<file path="config.mk">
export PLATFORM = sky130hd
export DESIGN_NAME = battery_level_blink_indicator_core
export DESIGN_NICKNAME = d
export VERILOG_FILES = /design/src/hw/rtl/blbi_pkg.sv /design/src/hw/rtl/battery_level_blink_indicator_core.sv
export SDC_FILE = /design/constraint.sdc
export NUM_CORES = 1
export LEC_CHECK = 0
export ABC_AREA = 1
export ABC_CLOCK_PERIOD_IN_PS = 2000
export CAP_MARGIN = 5
export CORE_UTILIZATION = 30
export CTS_BUF_LIST = sky130_fd_sc_hd__clkbuf_16
export DETAILED_ROUTE_END_ITERATION = 8
export DONT_BUFFER_PORTS = 1
export SLEW_MARGIN = 30
export SYNTH_ARGS = -nofsm -noshare
export SYNTH_HDL_FRONTEND = slang
export SYNTH_SLANG_ARGS = --single-unit
</file>
<file path="constraint.sdc">
create_clock -name clk_i -period 2 [get_ports clk_i]
set_clock_uncertainty 0.15 [all_clocks]
set_input_delay 0.1 -clock clk_i [delete_from_list [all_inputs] [get_ports clk_i]]
set_output_delay 0.1 -clock clk_i [all_outputs]
set_load 0.01 [all_outputs]
</file>
<file path="src/hw/rtl/blbi_pkg.sv">
`default_nettype none

package blbi_pkg;

  // field widths
  localparam int unsigned MvWidth    = 16;
  localparam int unsigned LevelWidth = 4;
  localparam int unsigned DurWidth   = 16;
  localparam int unsigned NumLevels  = 10;

  // stream payload widths, padded to whole bytes
  localparam int unsigned InDataWidth  = 24;
  localparam int unsigned OutDataWidth = 8;

  // command codes carried in the input tuser
  typedef enum logic {
    CmdTick   = 1'b0,
    CmdUpdate = 1'b1
  } cmd_e;

  // level codes
  localparam logic [LevelWidth-1:0] LevelEmpty = 4'd0;
  localparam logic [LevelWidth-1:0] LevelDone  = 4'd9;

  // one result beat
  typedef struct packed {
    logic [LevelWidth-1:0] level;
    logic                  led_on;
  } result_t;

  // sort a reading into a level, strict greater-than compares
  function automatic logic [LevelWidth-1:0] classify(
    input logic [MvWidth-1:0] mv,
    input logic               done
  );
    logic [LevelWidth-1:0] lvl;
    if (done) begin
      lvl = LevelDone;
    end else if (mv > 16'd4200) begin
      lvl = 4'd8;
    end else if (mv > 16'd4100) begin
      lvl = 4'd7;
    end else if (mv > 16'd4000) begin
      lvl = 4'd6;
    end else if (mv > 16'd3900) begin
      lvl = 4'd5;
    end else if (mv > 16'd3800) begin
      lvl = 4'd4;
    end else if (mv > 16'd3700) begin
      lvl = 4'd3;
    end else if (mv > 16'd3600) begin
      lvl = 4'd2;
    end else if (mv > 16'd3300) begin
      lvl = 4'd1;
    end else begin
      lvl = LevelEmpty;
    end
    return lvl;
  endfunction

  // dark phase duration in ms per level
  function automatic logic [DurWidth-1:0] pause_ms(input logic [LevelWidth-1:0] lvl);
    logic [DurWidth-1:0] d;
    case (lvl)
      4'd0:    d = 16'd20000;
      4'd1:    d = 16'd10000;
      4'd2:    d = 16'd5000;
      4'd3:    d = 16'd2000;
      4'd4:    d = 16'd1000;
      4'd5:    d = 16'd1000;
      4'd6:    d = 16'd1000;
      4'd7:    d = 16'd1000;
      4'd8:    d = 16'd100;
      4'd9:    d = 16'd180;
      default: d = 16'd20000;
    endcase
    return d;
  endfunction

  // lit phase duration in ms per level
  function automatic logic [DurWidth-1:0] light_ms(input logic [LevelWidth-1:0] lvl);
    logic [DurWidth-1:0] d;
    case (lvl)
      4'd5:    d = 16'd500;
      4'd6:    d = 16'd1000;
      4'd7:    d = 16'd2000;
      4'd8:    d = 16'd1000;
      default: d = 16'd20;
    endcase
    return d;
  endfunction

endpackage

`default_nettype wire

</file>
<file path="src/hw/rtl/battery_level_blink_indicator_core.sv">
// output: an accepted item's result beat is registered in the output buffer
// throughput: one item per cycle while the skid entry is free; the state update and level compare chain
// finish in the cycle of acceptance, and a two-entry output buffer keeps
// input ready high while one result waits downstream
// reset: LED dark, level 0, first pause of 20000 ticks loaded, buffers empty
`default_nettype none

module battery_level_blink_indicator_core #(
  parameter int unsigned COUNT_BITS = 15
) (
  input  wire logic                                 clk_i,
  input  wire logic                                 rst_ni,
  // input beats
  input  wire logic                                 s_axis_tvalid_i,
  output      logic                                 s_axis_tready_o,
  // [15:0] voltage_mv, [16] charge_finished, [23:17] zero
  input  wire logic [blbi_pkg::InDataWidth-1:0]     s_axis_tdata_i,
  // [0] cmd
  input  wire logic                                 s_axis_tuser_i,
  // result beats
  output      logic                                 m_axis_tvalid_o,
  input  wire logic                                 m_axis_tready_i,
  // [0] led_on, [4:1] level, [7:5] zero
  output      logic [blbi_pkg::OutDataWidth-1:0]    m_axis_tdata_o
);

  // blink state
  logic [COUNT_BITS-1:0]               remaining_q, remaining_d;
  logic                                lit_q, lit_d;
  logic [blbi_pkg::LevelWidth-1:0]     level_q, level_d;

  // output buffer
  logic                                out_valid_q, skid_valid_q;
  blbi_pkg::result_t                   out_data_q, skid_data_q, result;

  logic                                accept, pop;
  logic [blbi_pkg::LevelWidth-1:0]     lvl_sel;
  logic                                phase_end;
  logic [blbi_pkg::MvWidth-1:0]        mv;
  logic                                done;
  blbi_pkg::cmd_e                      cmd;

  assign s_axis_tready_o = ~skid_valid_q;
  assign accept          = s_axis_tvalid_i & ~skid_valid_q;
  assign pop             = out_valid_q & m_axis_tready_i;

  // unpack the input beat
  assign mv   = s_axis_tdata_i[blbi_pkg::MvWidth-1:0];
  assign done = s_axis_tdata_i[blbi_pkg::MvWidth];
  assign cmd  = blbi_pkg::cmd_e'(s_axis_tuser_i);

  // durations come from the level in force before this item
  assign lvl_sel   = (level_q < 4'(blbi_pkg::NumLevels)) ? level_q : blbi_pkg::LevelEmpty;
  assign phase_end = (remaining_q[COUNT_BITS-1:1] == '0);

  // next blink state
  always_comb begin
    remaining_d = remaining_q;
    lit_d       = lit_q;
    level_d     = level_q;
    case (cmd)
      blbi_pkg::CmdUpdate: begin
        level_d = blbi_pkg::classify(mv, done);
      end
      blbi_pkg::CmdTick: begin
        if (phase_end) begin
          lit_d = ~lit_q;
          if (lit_q) begin
            remaining_d = COUNT_BITS'(blbi_pkg::pause_ms(lvl_sel));
          end else begin
            remaining_d = COUNT_BITS'(blbi_pkg::light_ms(lvl_sel));
          end
        end else begin
          remaining_d = remaining_q - COUNT_BITS'(1);
        end
      end
      default: begin
        remaining_d = remaining_q;
      end
    endcase
  end

  assign result.led_on = lit_d;
  assign result.level  = level_d;

  // state registers
  always_ff @(posedge clk_i or negedge rst_ni) begin
    if (!rst_ni) begin
      remaining_q <= COUNT_BITS'(blbi_pkg::pause_ms(blbi_pkg::LevelEmpty));
      lit_q       <= 1'b0;
      level_q     <= blbi_pkg::LevelEmpty;
    end else if (accept) begin
      remaining_q <= remaining_d;
      lit_q       <= lit_d;
      level_q     <= level_d;
    end
  end

  // output buffer control
  always_ff @(posedge clk_i or negedge rst_ni) begin
    if (!rst_ni) begin
      out_valid_q  <= 1'b0;
      skid_valid_q <= 1'b0;
    end else if (!out_valid_q || pop) begin
      out_valid_q  <= skid_valid_q | accept;
      skid_valid_q <= 1'b0;
    end else if (accept) begin
      skid_valid_q <= 1'b1;
    end
  end

  // output buffer payload
  always_ff @(posedge clk_i) begin
    if (!out_valid_q || pop) begin
      out_data_q <= skid_valid_q ? skid_data_q : result;
    end else if (accept) begin
      skid_data_q <= result;
    end
  end

  // pack the result beat
  assign m_axis_tvalid_o = out_valid_q;
  assign m_axis_tdata_o  = {3'b000, out_data_q};

endmodule

`default_nettype wire
</file>
# --- Word-level counts from Yosys, hierarchy flattened ---
# Memory sizes are Yosys's and may differ from the RTL's.
# Cells that the tools add are included.
totals:
  n_memories: 1
  register_bits: 32
  mem_bits_ro: 208
mem_list:
  columns: ["name", "words", "word_bits", "rd", "rd_clocked_by_memory_dff", "write_ports", "line_no", "source"]
  rows:
  - ["(name not given)", 16, 13, 1, 0, 0, "blbi_pkg.sv:64", "case (lvl)"]
op_classes:
  n_addsub: 1
  n_reduce_logical: 7
  bitwise: 7
  n_lt_le_gt_ge: 9
  muxes: 19
  eq_ne: 4
ops:
  columns: ["cell", "n"]
  rows:
  - ["$gt A16 B12 Y1 const B", 6]
  - ["$pmux W11 S3", 1]
  - ["$gt A16 B13 Y1 const B", 2]
  - ["$mux W15", 2]
  - ["$mux W4", 4]
  - ["$sub A15 B1 Y15 const B", 1]
  - ["$logic_not A14 Y1", 1]
  - ["$eq A4 B3 Y1 const B", 3]
  - ["$mux W3", 4]
  - ["$mux W1", 5]
  - ["$mux W5", 1]
  - ["$eq A4 B4 Y1 const B", 1]
  - ["$lt A4 B4 Y1 const B", 1]
  - ["$mux W2", 2]
  - ["$not A1 Y1", 4]
  - ["$reduce_and A2 Y1", 2]
  - ["$and A1 B1 Y1", 2]
  - ["$reduce_bool A2 Y1", 1]
  - ["$reduce_or A2 Y1", 1]
  - ["$logic_not A1 Y1", 1]
  - ["$logic_or A1 B1 Y1", 1]
  - ["$or A1 B1 Y1", 1]

# --- Logic depth before layout (Yosys ltp) ---
# Gate-level depths: netlist of run 1.
depth:
  word_depth: 12
  depth_mapped: 17

# --- Worst setup path before layout of run 1 ---
# No wires, ideal clock.
synth_path:
  path_kind: "register to register"
  from: "register remaining_q[0]"
  to: "register remaining_q[14]"
  setup_ps: 82
  arrival_ps: 1610
  path_stages_with_launch: 13
  required_ps: 1768
  slack_ps: 158
  cell_sequence: "dfrtp_1 inv_1 ha_1 nand2_2 nor2_4 nand3_2 nor2_4 nand3_2 nor2_2 nand3_1 nand2_1 nand3_1 a22oi_1"
synth_via:
  elab_chain_len: 2
synth_lines:
  columns: ["element", "line_no", "source"]
  rows:
  - ["start: declaration", "battery_level_blink_indicator_core.sv:28", "logic [COUNT_BITS-1:0] remaining_q, remaining_d;"]
  - ["start signal: assignment", "battery_level_blink_indicator_core.sv:89", "remaining_q <= COUNT_BITS'(blbi_pkg::pause_ms(blbi_pkg::LevelEmpty));"]
  - ["start signal: assignment", "battery_level_blink_indicator_core.sv:93", "remaining_q <= remaining_d;"]
  - ["$sub A15 B1 Y15", "battery_level_blink_indicator_core.sv:74", "remaining_d = remaining_q - COUNT_BITS'(1);"]
  - ["$mux W15", "battery_level_blink_indicator_core.sv:66", "if (phase_end) begin"]
# No other way between the ends.
# A chain may end at the register's enable or synchronous reset.

# --- Final worst setup path of run 1 ---
layout_path:
  from: "register remaining_q[0]"
  to: "register remaining_q[12]"
# The elaborated chain is that of the path after synthesis.

==> run_results.csv, run 1 <==
group,metric,value,unit
grt,grt_pass1_wl,10.0,mm
floorplan,core_area,7730,um2
timing,worstMarginPinSlew,520,ps
setup_path,r2r-end,"remaining_q[12]$_DFFE_PN0P_",
timing,fin_crit,1960,ps
detailed_routing,drt_iter0_markers,101,
clocking,cts.clk_slew.worst_paths,50,ps
synth,ys_ff_latch,32,
place,place.gp.congestion,0.856,
timing,finalCritPeriodShare,97.9,%
cells_and_area,area_growth,18.3,%
min_path,worstHoldPathCells,4,
timing,max_slew_margin,65.3,%
synth,seq_area_frac_synth,35.8,%
cells_and_area,fillCellCount,810,
timing,grt_setup_unrepaired,"true",
grt,grt_use_total,15.0,%
detailed_routing,drt.antenna.violating_nets,0,
run,maxCapViolCount,0,
floorplan,start_util,31.0,%
detailed_routing,wl_per_cell,12.7,um
place,port_buffers,0,
floorplan,die_width,91.4,um
clocking,cts_root_buf,"clkbuf_16",
timing,tns,0,ps
synth,syn_inst,351,
grt,first_global_vias,2193,
synth,synth_most_common_cell,"nand2_1",
clocking,h-tree-depth,2,
synth,synth.avg_cell_area,6.83,um2
clocking,clkLatencyLatePin,270,ps
synth,ys.flop_type,"dfrtp_1",
place,pre_cts_ws,34.2,ps
detailed_routing,routed_via_density,4.89,
grt,grt_overflow,0,
setup_path,worst_setup_path_start_kind,"flip-flop",
setup_path,r2r-start,"remaining_q[0]$_DFFE_PN0P_",
pwr,peakVddDrop,0.381,mV
setup_path,crit_path_end_kind,"flip-flop",
cells_and_area,fin_cells,473,
setup_path,critPathKind,"flip-flop to flip-flop",
place,hpwlAfterDp,4.47,mm
pwr,fin_total_pwr,2.44,mW
detailed_routing,drc_errors,0,
grt,antenna_found_initial,0,
setup_path,required,2000,ps
setup_path,critPathMostFrequentCell,"nor2_4",
timing,worst_slack,41.7,ps
setup_path,cp_cell_sequence,"inv_2 > ha_4 > nand2_2 > nor2_4 > nand3_4 > nor2_4 > nand3_2 > nor2_4 > a21oi_1 > o21ai_1 > a22oi_1",
setup_path,cp.arrival,1960,ps
synth,ys_warn_count,0,
cells_and_area,finish.utilization,36.7,%
synth,synth_commonest_cells,"nand2_1 (101), nor2_1 (38), inv_1 (37)",
clocking,cts_sinks,32,
outcome,status,"completed",
min_path,worstHoldStart,"m_axis_tready_i",
clocking,cts_inserted_buffers,5,
setup_path,ff2ff_setup_slack,40,ps
place,postPlaceCellArea,2550,um2
setup_path,ff2ff_path_depth,11,
synth,post-synth-top-area-cell,"dfrtp_1",
place,place_inst,456,
cells_and_area,nNetsFinal,400,
cells_and_area,fin_area,2830,um2
floorplan,io_pins,39,
synth,synth_area_leaders,"dfrtp_1 (18%), nand2_1 (16%), edfxtp_1 (13%)",
cells_and_area,antennaDiodeCount,0,
clocking,cts_buffer_depth,2,
synth,async_flop_share,68.8,%
timing,whs,21.2,ps
detailed_routing,wl,5.98,mm
synth,synth_top_area_share,17.8,%
detailed_routing,drt-pass1-iter-count,6,
synth,ys_types,39,
floorplan,rows,32,
timing,final_hold_viol_count,0,
detailed_routing,dr_total_vias,2311,
cells_and_area,drive_above_1_share,18.3,%
pwr,leakagePower,1.27,nW
floorplan,die_y,91.4,um
setup_path,cp_slowest_cell,"dfrtp_1",
min_path,hold_class,"primary input to flip-flop",
setup_path,path_max_fanout,4,
timing,finalMaxSlewViolations,0,
grt,grt_max_degree,23,
floorplan,dieArea,8350,um2
timing,setup_viol,0,
setup_path,worst_path_largest_cell_delay,400,ps
min_path,whs_endpoint,"skid_valid_q$_DFFE_PN0P_",
clocking,cts_tree,"yes",
timing,fmax,0.511,GHz
pwr,p_per_area,863,nW/um2
synth,netlist_area,2400,um2
synth,synth_edf_count,10,
power breakdown:
| part | total [mW] | switching, mW | internal [mW] |
|---|---|---|---|
| logic | 0.660 | 0.387 | 0.272 |
| clock network | 0.849 | 0.269 | 0.580 |
| registers | 0.936 | 0.129 | 0.807 |
| total | 2.44 | 0.785 | 1.66 |
logic make-up after synthesis:
| group | synth area share, % |
|---|---|
| AND/OR/NAND/NOR | 38.0 |
| other | 0.157 |
| buffers and inverters | 8.62 |
| adder cells (fa/ha/maj) | 0.522 |
| AO/OA/AOI/OAI | 15.8 |
| XOR/XNOR | 1.10 |
| flip-flops | 35.8 |
flip-flops by register name (all words and copies together), names as in the netlist:
signal	flops
skid_valid_q	1
lit_q	1
remaining_q	15
m_axis_tvalid_o	1
m_axis_tdata_o	5
skid_data_q	5
level_q	4
cell type report:
class | instances | area, um2 | share of cell area, %
Multi-Input combinational cell | 270 | 1390 | 48.9
Sequential cell | 32 | 857 | 30.2
Inverter | 45 | 173 | 6.09
Timing Repair Buffer | 16 | 128 | 4.50
Tap cell | 102 | 128 | 4.50
Clock buffer | 5 | 125 | 4.42
Clock inverter | 3 | 38.8 | 1.37
cell usage in the layout (no fill, tap or decap), types with 2 or more instances in the layout:
cell and n:
a21oi_1 13, a2bb2oi_1 2, a31oi_1 5, buf_4 11, clkbuf_16 5, conb_1 3, dfrtp_1 17, dfstp_2 5
dlygate4sd3_1 4, edfxtp_1 10, inv_1 36, inv_2 9, nand2_1 101, nand2_2 5, nand3_1 24, nand3_2 4
nand4_1 6, nor2_1 38, nor2_2 10, nor2_4 5, nor3_1 5, nor3_2 2, o211ai_1 3, o21ai_0 20
o21ai_1 3, o21ai_2 2, o31ai_1 3, xor2_1 3
worst max-delay path by stage:
| stage | startpoint | endpoint | depth (start not counted) |
|---|---|---|---|
| after detailed placement | remaining_q[0]$_DFFE_PN0P_ | remaining_q[14]$_DFFE_PN1P_ | 12 |
| final | remaining_q[0]$_DFFE_PN0P_ | remaining_q[12]$_DFFE_PN0P_ | 11 |
| after global routing | remaining_q[0]$_DFFE_PN0P_ | remaining_q[14]$_DFFE_PN1P_ | 12 |
| after floorplan | remaining_q[0]$_DFFE_PN0P_ | remaining_q[14]$_DFFE_PN1P_ | 12 |
| after CTS | remaining_q[0]$_DFFE_PN0P_ | remaining_q[14]$_DFFE_PN1P_ | 12 |
| after global placement | remaining_q[0]$_DFFE_PN0P_ | remaining_q[14]$_DFFE_PN1P_ | 12 |
worst max-delay path, delay by kind of cell (launching register included):
kind | cells | cell delay [ps]
adder cells (fa/ha/maj) | 1 | 150
AND/OR/NAND/NOR | 6 | 760
flip-flops | 1 | 400
buffers and inverters | 1 | 90
AO/OA/AOI/OAI | 3 | 280
what timing repair did:
| item | in CTS | in global routing |
|---|---|---|
| endpoints found under the setup margin | 1 | 6 |
| buffers inserted | 0 | 4 |
| pin swaps | 0 | 4 |
| hold buffers | 4 | 1 |
| hold endpoints to repair | 34 | 17 |
| gates resized for setup | 1 | 11 |
per-layer routing:
metal	share of wire (%)	GRT usage [%]	vias to the layer above	wire length, um
met4	1.5	5.69	0	92
met2	45	24.4	58	2720
li1	-	-	1193	-
met5	0	0	-	0
met3	4.1	2.60	9	243
met1	49	19.7	1051	2930
No activity file was read; power rests on OpenSTA's default activity.
==> run 2: changes to the inputs <==
Settings changed: CORE_MARGIN set to 2.
==> run 2 against run 1 <==
  * Via count grew 0.52%
  * Maximum frequency rose by 4.2%
  * Critical path type unchanged
  * Sequential share of layout area decreased by 0.12 points
  * Die area rose by 4.4%
  * First-iteration DRC count grew 2.0%
  * Highest routed layer unchanged
  * Wire length rose by 1.3%
==> run_results.csv, run 2 (same netlist as run 1, synthesis figures left out) <==
group,metric,value,unit
outcome,status,"completed",
min_path,hold_class,"primary input to flip-flop",
grt,grt_pass1_wl,10.3,mm
clocking,cts_inserted_buffers,5,
detailed_routing,drt-pass1-iter-count,5,
grt,grt_use_total,14.7,%
cells_and_area,final_common_cell,"nand2_1",
pwr,fin_total_pwr,2.46,mW
timing,whs,21.5,ps
clocking,cts_buffer_depth,2,
setup_path,r2r-end,"remaining_q[13]$_DFFE_PN0P_",
timing,worstMarginPinSlew,520,ps
cells_and_area,seq_area,857,um2
grt,grt_max_degree,23,
setup_path,ff2ff_setup_slack,120,ps
cells_and_area,multi_input_area,1390,um2
setup_path,crit_path_end_kind,"flip-flop",
clocking,cts_sinks,32,
cells_and_area,fillCellCount,833,
place,place.gp.congestion,0.894,
cells_and_area,antennaDiodeCount,0,
place,hpwlAfterDp,4.60,mm
floorplan,dieArea,8720,um2
setup_path,startpoint,"remaining_q[12]$_DFFE_PN0P_",
setup_path,ff2ff_path_depth,9,
setup_path,r2r-start,"remaining_q[12]$_DFFE_PN0P_",
setup_path,cp.arrival,1890,ps
detailed_routing,drt.antenna.violating_nets,0,
pwr,internal_power,1.65,mW
pwr,p_per_area,865,nW/um2
setup_path,worst_setup_path_start_kind,"flip-flop",
timing,finalMaxSlewViolations,0,
place,port_buffers,0,
pwr,p_seq_share,38.2,%
floorplan,rows,32,
cells_and_area,area_growth,18.7,%
pwr,power.switching,0.811,mW
floorplan,io_pins,39,
grt,first_global_vias,2221,
setup_path,crit_path_end,"remaining_q[13]$_DFFE_PN0P_",
detailed_routing,dr_total_vias,2323,
detailed_routing,routed_via_density,4.90,
timing,finalCritPeriodShare,94.0,%
detailed_routing,wl_per_cell,12.8,um
timing,worst_slack,120,ps
pwr,peakVddDrop,0.282,mV
detailed_routing,drt_iter0_markers,103,
detailed_routing,drc_errors,0,
pwr,power_frac_clock,35.4,%
place,pre_cts_ws,30.9,ps
floorplan,die_width,93.4,um
pwr,p_comb_share,26.4,%
cells_and_area,nNetsFinal,401,
pwr,leakagePower,1.26,nW
cells_and_area,layout_common_cells,"nand2_1 (100), nor2_1 (37), inv_1 (35), nand3_1 (25), o21ai_0 (21)",
cells_and_area,fin_cells,474,
run,maxCapViolCount,0,
floorplan,core_area,7730,um2
timing,fin_crit,1880,ps
clocking,cts_root_buf,"clkbuf_16",
setup_path,required,2010,ps
clocking,cts.clk_slew.worst_paths,50,ps
clocking,clkLatencyLatePin,280,ps
grt,antenna_found_initial,0,
timing,max_slew_margin,65.3,%
setup_path,path_max_fanout,6,
timing,setup_viol,0,
grt,grt_overflow,0,
timing,fmax,0.532,GHz
cells_and_area,top_register,"remaining_q",
clocking,h-tree-depth,2,
pwr,power.share.switching,33.0,%
cells_and_area,drive_above_1_share,18.5,%
place,place_inst,458,
timing,final_hold_viol_count,0,
setup_path,critPathKind,"flip-flop to flip-flop",
cells_and_area,largest_reg_flops,15,
floorplan,start_util,31.0,%
clocking,cts_tree,"yes",
cells_and_area,finish.utilization,36.8,%
detailed_routing,wl,6.06,mm
floorplan,die_y,93.4,um
-- run 2: layout make-up --
cell class	count	area share, %
clock buffers	5	4.40
multi-input cells	270	48.7
inverters	45	6.07
repair buffers	17	4.75
flip-flops and latches	32	30.1
clock inverters	3	1.50
well taps	102	4.49
-- run 2: worst max-delay path, cell delays in order (launching register included) --
cell and delay, ps:
dfrtp_1 410, nor2_1 100, nand2_1 70, nor3_1 280
nand2_2 170, buf_4 200, o21ai_0 70, a21oi_1 70
a211oi_1 180, a21oi_1 60
-- run 2: power groups by stage --
stage,registers (mW),clock network (mW),logic (mW)
after floorplan,0.911,0,0.457
after global placement,0.938,0,0.561
after detailed placement,0.942,0,0.576
after CTS,0.932,0.886,0.598
after global routing,0.956,0.915,0.737
final,0.941,0.871,0.649
-- run 2: routing by layer --
metal	share of wire [%]	vias to the layer above	global-route usage [%]	wire [um]
met1	47	1083	19.7	2870
li1	-	1195	-	-
met2	48	37	23.9	2890
met5	0	-	0	0
met3	3.2	8	2.34	194
met4	1.7	0	5.15	101
-- run 2: timing repair --
action | in CTS | in global routing
endpoints found under the setup margin | 0 | 8
hold endpoints to repair | 34 | 17
buffers inserted | 0 | 3
hold buffers | 4 | 1
resized for setup | 0 | 12
-- run 2: worst min-delay path by stage --
stage | startpoint | end | slack, ps | cells after the start
2_1_floorplan | rst_ni | level_q[0]$_DFFE_PN0P_ | -350 | 0
3_5_place_dp | rst_ni | remaining_q[13]$_DFFE_PN0P_ | -340 | 0
6_report | m_axis_tready_i | skid_valid_q$_DFFE_PN0P_ | 20 | 4
3_3_place_gp | rst_ni | remaining_q[12]$_DFFE_PN0P_ | -350 | 0
4_1_cts | s_axis_tuser_i | level_q[0]$_DFFE_PN0P_ | 10 | 4
5_1_grt | m_axis_tready_i | skid_valid_q$_DFFE_PN0P_ | 40 | 4
-- run 2: stage by stage --
step / TNS, ps / instance area [um2]
floorplan: 0 / 2400
global placement: 0 / 2560
finish: 0 / 2850
detailed placement: 0 / 2560
global route: -74.5 / 2850
CTS: 0 / 2770
==> run 3: changes to the inputs <==
Settings changed: GPL_TIMING_DRIVEN set to 0.
==> run 3 against run 2 <==
  * Worst setup slack got worse by 45 ps
  * Utilization is 1.7 points higher
  * First-iteration DRC count up 13%
  * Global-route usage decreased by 0.27 points
  * Register-to-register slack lost 40 ps
  * Wire length up 6.9%
  * Non-clock buffer count grew 11
  * Hold slack worse by 12 ps
  * Sequential share of layout area down 1.3 points
  * Critical endpoint is now remaining_q[14]$_DFFE_PN1P_
==> run_results.csv, run 3 (same netlist as run 1, synthesis figures left out) <==
group,metric,value,unit
outcome,status,"completed",
pwr,p_per_area,844,nW/um2
setup_path,critical_path.top_delay_family,"simple AND/OR/NAND/NOR gates",
floorplan,die_y,93.4,um
cells_and_area,final_common_cell,"nand2_1",
min_path,hold_class,"primary input to flip-flop",
setup_path,cp_slowest_cell,"dfrtp_1",
grt,grt_max_degree,23,
setup_path,path_max_fanout,4,
detailed_routing,drt_iter0_markers,116,
setup_path,critPathMostFrequentCell,"nor2_4",
grt,grt-busiest-layer,"met2",
cells_and_area,largest_reg_flops,15,
cells_and_area,layout_common_cells,"nand2_1 (100), nor2_1 (38), inv_1 (35), nand3_1 (24), o21ai_0 (21)",
setup_path,r2r-end,"remaining_q[14]$_DFFE_PN1P_",
floorplan,start_util,31.0,%
setup_path,ff2ff_path_depth,12,
floorplan,io_pins,39,
setup_path,crit_path_end_kind,"flip-flop",
timing,fin_crit,1920,ps
timing,whs,9.71,ps
setup_path,crit_buf_inv,1,
grt,met3_usage,2.74,%
floorplan,core_area,7730,um2
place,postPlaceCellArea,2530,um2
setup_path,required,2050,ps
cells_and_area,nNetsFinal,412,
setup_path,worst_setup_path_start_kind,"flip-flop",
clocking,cts_inserted_buffers,5,
place,place.gp.congestion,0.872,
place,port_buffers,0,
setup_path,ff2ff_setup_slack,80,ps
setup_path,r2r-start,"remaining_q[0]$_DFFE_PN0P_",
setup_path,critPathKind,"flip-flop to flip-flop",
setup_path,cp.arrival,1980,ps
clocking,cts_root_buf,"clkbuf_16",
clocking,clkLatencyLatePin,280,ps
cells_and_area,antennaDiodeCount,0,
cells_and_area,drive_above_1_share,21.7,%
detailed_routing,drt-pass1-iter-count,4,
grt,first_global_vias,2154,
floorplan,rows,32,
clocking,cts_buffer_depth,2,
clocking,cts.clk_slew.worst_paths,60,ps
detailed_routing,routed_via_density,5.02,
setup_path,startpoint,"remaining_q[0]$_DFFE_PN0P_",
clocking,cts_tree,"yes",
timing,final_hold_viol_count,0,
pwr,peakVddDrop,0.327,mV
setup_path,worst_path_largest_cell_delay,390,ps
timing,finalMaxSlewViolations,0,
timing,fmax,0.520,GHz
setup_path,crit_path_end,"remaining_q[14]$_DFFE_PN1P_",
detailed_routing,drc_errors,0,
place,hpwlAfterDp,4.60,mm
detailed_routing,dr_total_vias,2434,
clocking,cts_sinks,32,
cells_and_area,fin_area,2970,um2
cells_and_area,top_register,"remaining_q",
timing,max_slew_margin,65.6,%
detailed_routing,wl_per_cell,13.4,um
min_path,worstHoldPathCells,3,
timing,worstMarginPinSlew,517,ps
floorplan,die_width,93.4,um
setup_path,cp_cell_sequence,"inv_2 > ha_4 > nand2_2 > nor2_4 > nand3_4 > nor2_4 > nand3_4 > nor2_4 > nand3_2 > nand2_2 > nand3_2 > a22oi_2",
setup_path,worst-path-stages,12,
grt,grt_use_total,14.4,%
timing,setup_viol,0,
clocking,h-tree-depth,2,
grt,grt_pass1_wl,10.1,mm
cells_and_area,area_growth,24.1,%
grt,grt_overflow,0,
detailed_routing,drt.antenna.violating_nets,0,
pwr,leakagePower,1.35,nW
grt,use_met1,18.9,%
floorplan,dieArea,8720,um2
grt,antenna_found_initial,0,
run,maxCapViolCount,0,
grt,met2_usage,23.9,%
detailed_routing,wl,6.48,mm
timing,finalCritPeriodShare,96.2,%
run 3: cell count changes in the layout (fill, tap and decap cells not counted), sizes merged:
cell and delta:
buf +11
run 3: worst min-delay path by stage:
| stage | endpoint | from |
|---|---|---|
| after detailed placement | m_axis_tvalid_o$_DFFE_PN0N_ | rst_ni |
| after global placement | m_axis_tvalid_o$_DFFE_PN0N_ | rst_ni |
| after global routing | level_q[0]$_DFFE_PN0P_ | s_axis_tvalid_i |
| after CTS | level_q[0]$_DFFE_PN0P_ | s_axis_tvalid_i |
| after floorplan | level_q[0]$_DFFE_PN0P_ | rst_ni |
| final | level_q[0]$_DFFE_PN0P_ | s_axis_tvalid_i |
run 3: metrics by stage:
stage / total power [mW] / setup slack [ps] / setup TNS, ps / util (%) / cells
2_1_floorplan: 1.37 / 158 / 0 / - / 353
3_3_place_gp: 1.47 / -51.9 / -136 / 32.8 / 455
3_5_place_dp: 1.49 / -112 / -210 / 32.8 / 455
4_1_cts: 2.42 / 29.8 / 0 / 35.7 / 467
5_1_grt: 2.65 / -26.9 / -57.9 / 38.5 / 485
6_report: 2.51 / 75.6 / 0 / 38.5 / 485
run 3: power by group:
| part | total (mW) | leakage, nW | internal [mW] | switching (mW) |
|---|---|---|---|---|
| combinational | 0.709 | 0.919 | 0.277 | 0.432 |
| sequential | 0.929 | 0.352 | 0.807 | 0.122 |
| clock | 0.870 | 0.0798 | 0.584 | 0.285 |
| total | 2.51 | 1.35 | 1.67 | 0.839 |
run 3: area by class of cell:
type	instances	area [um2]
Clock buffer	5	125
Buffer	6	37.5
Multi-Input combinational cell	270	1430
Fill cell	806	4750
Sequential cell	32	857
Tap cell	102	128
Inverter	45	173
Timing Repair Buffer	22	185
Clock inverter	3	42.5
run 3: tightest hold or removal path: cells and delay by family:
kind             cells  cell delay [ps]
AND/OR/NAND/NOR      3              290
run 3: timing repair:
action,in CTS,in global routing
gates resized for setup,5,14
hold buffers,4,1
gates cloned,0,0
hold endpoints to repair,40,17
pin swaps,0,3
endpoints found under the setup margin,5,13
setup buffers,0,17
run 3: per-layer routing:
metal  part of all wire, %  vias up
li1                      -     1221
met1                    45     1141
met2                    49       65
met3                   4.6        7
met4                   1.4        0
met5                     0        -
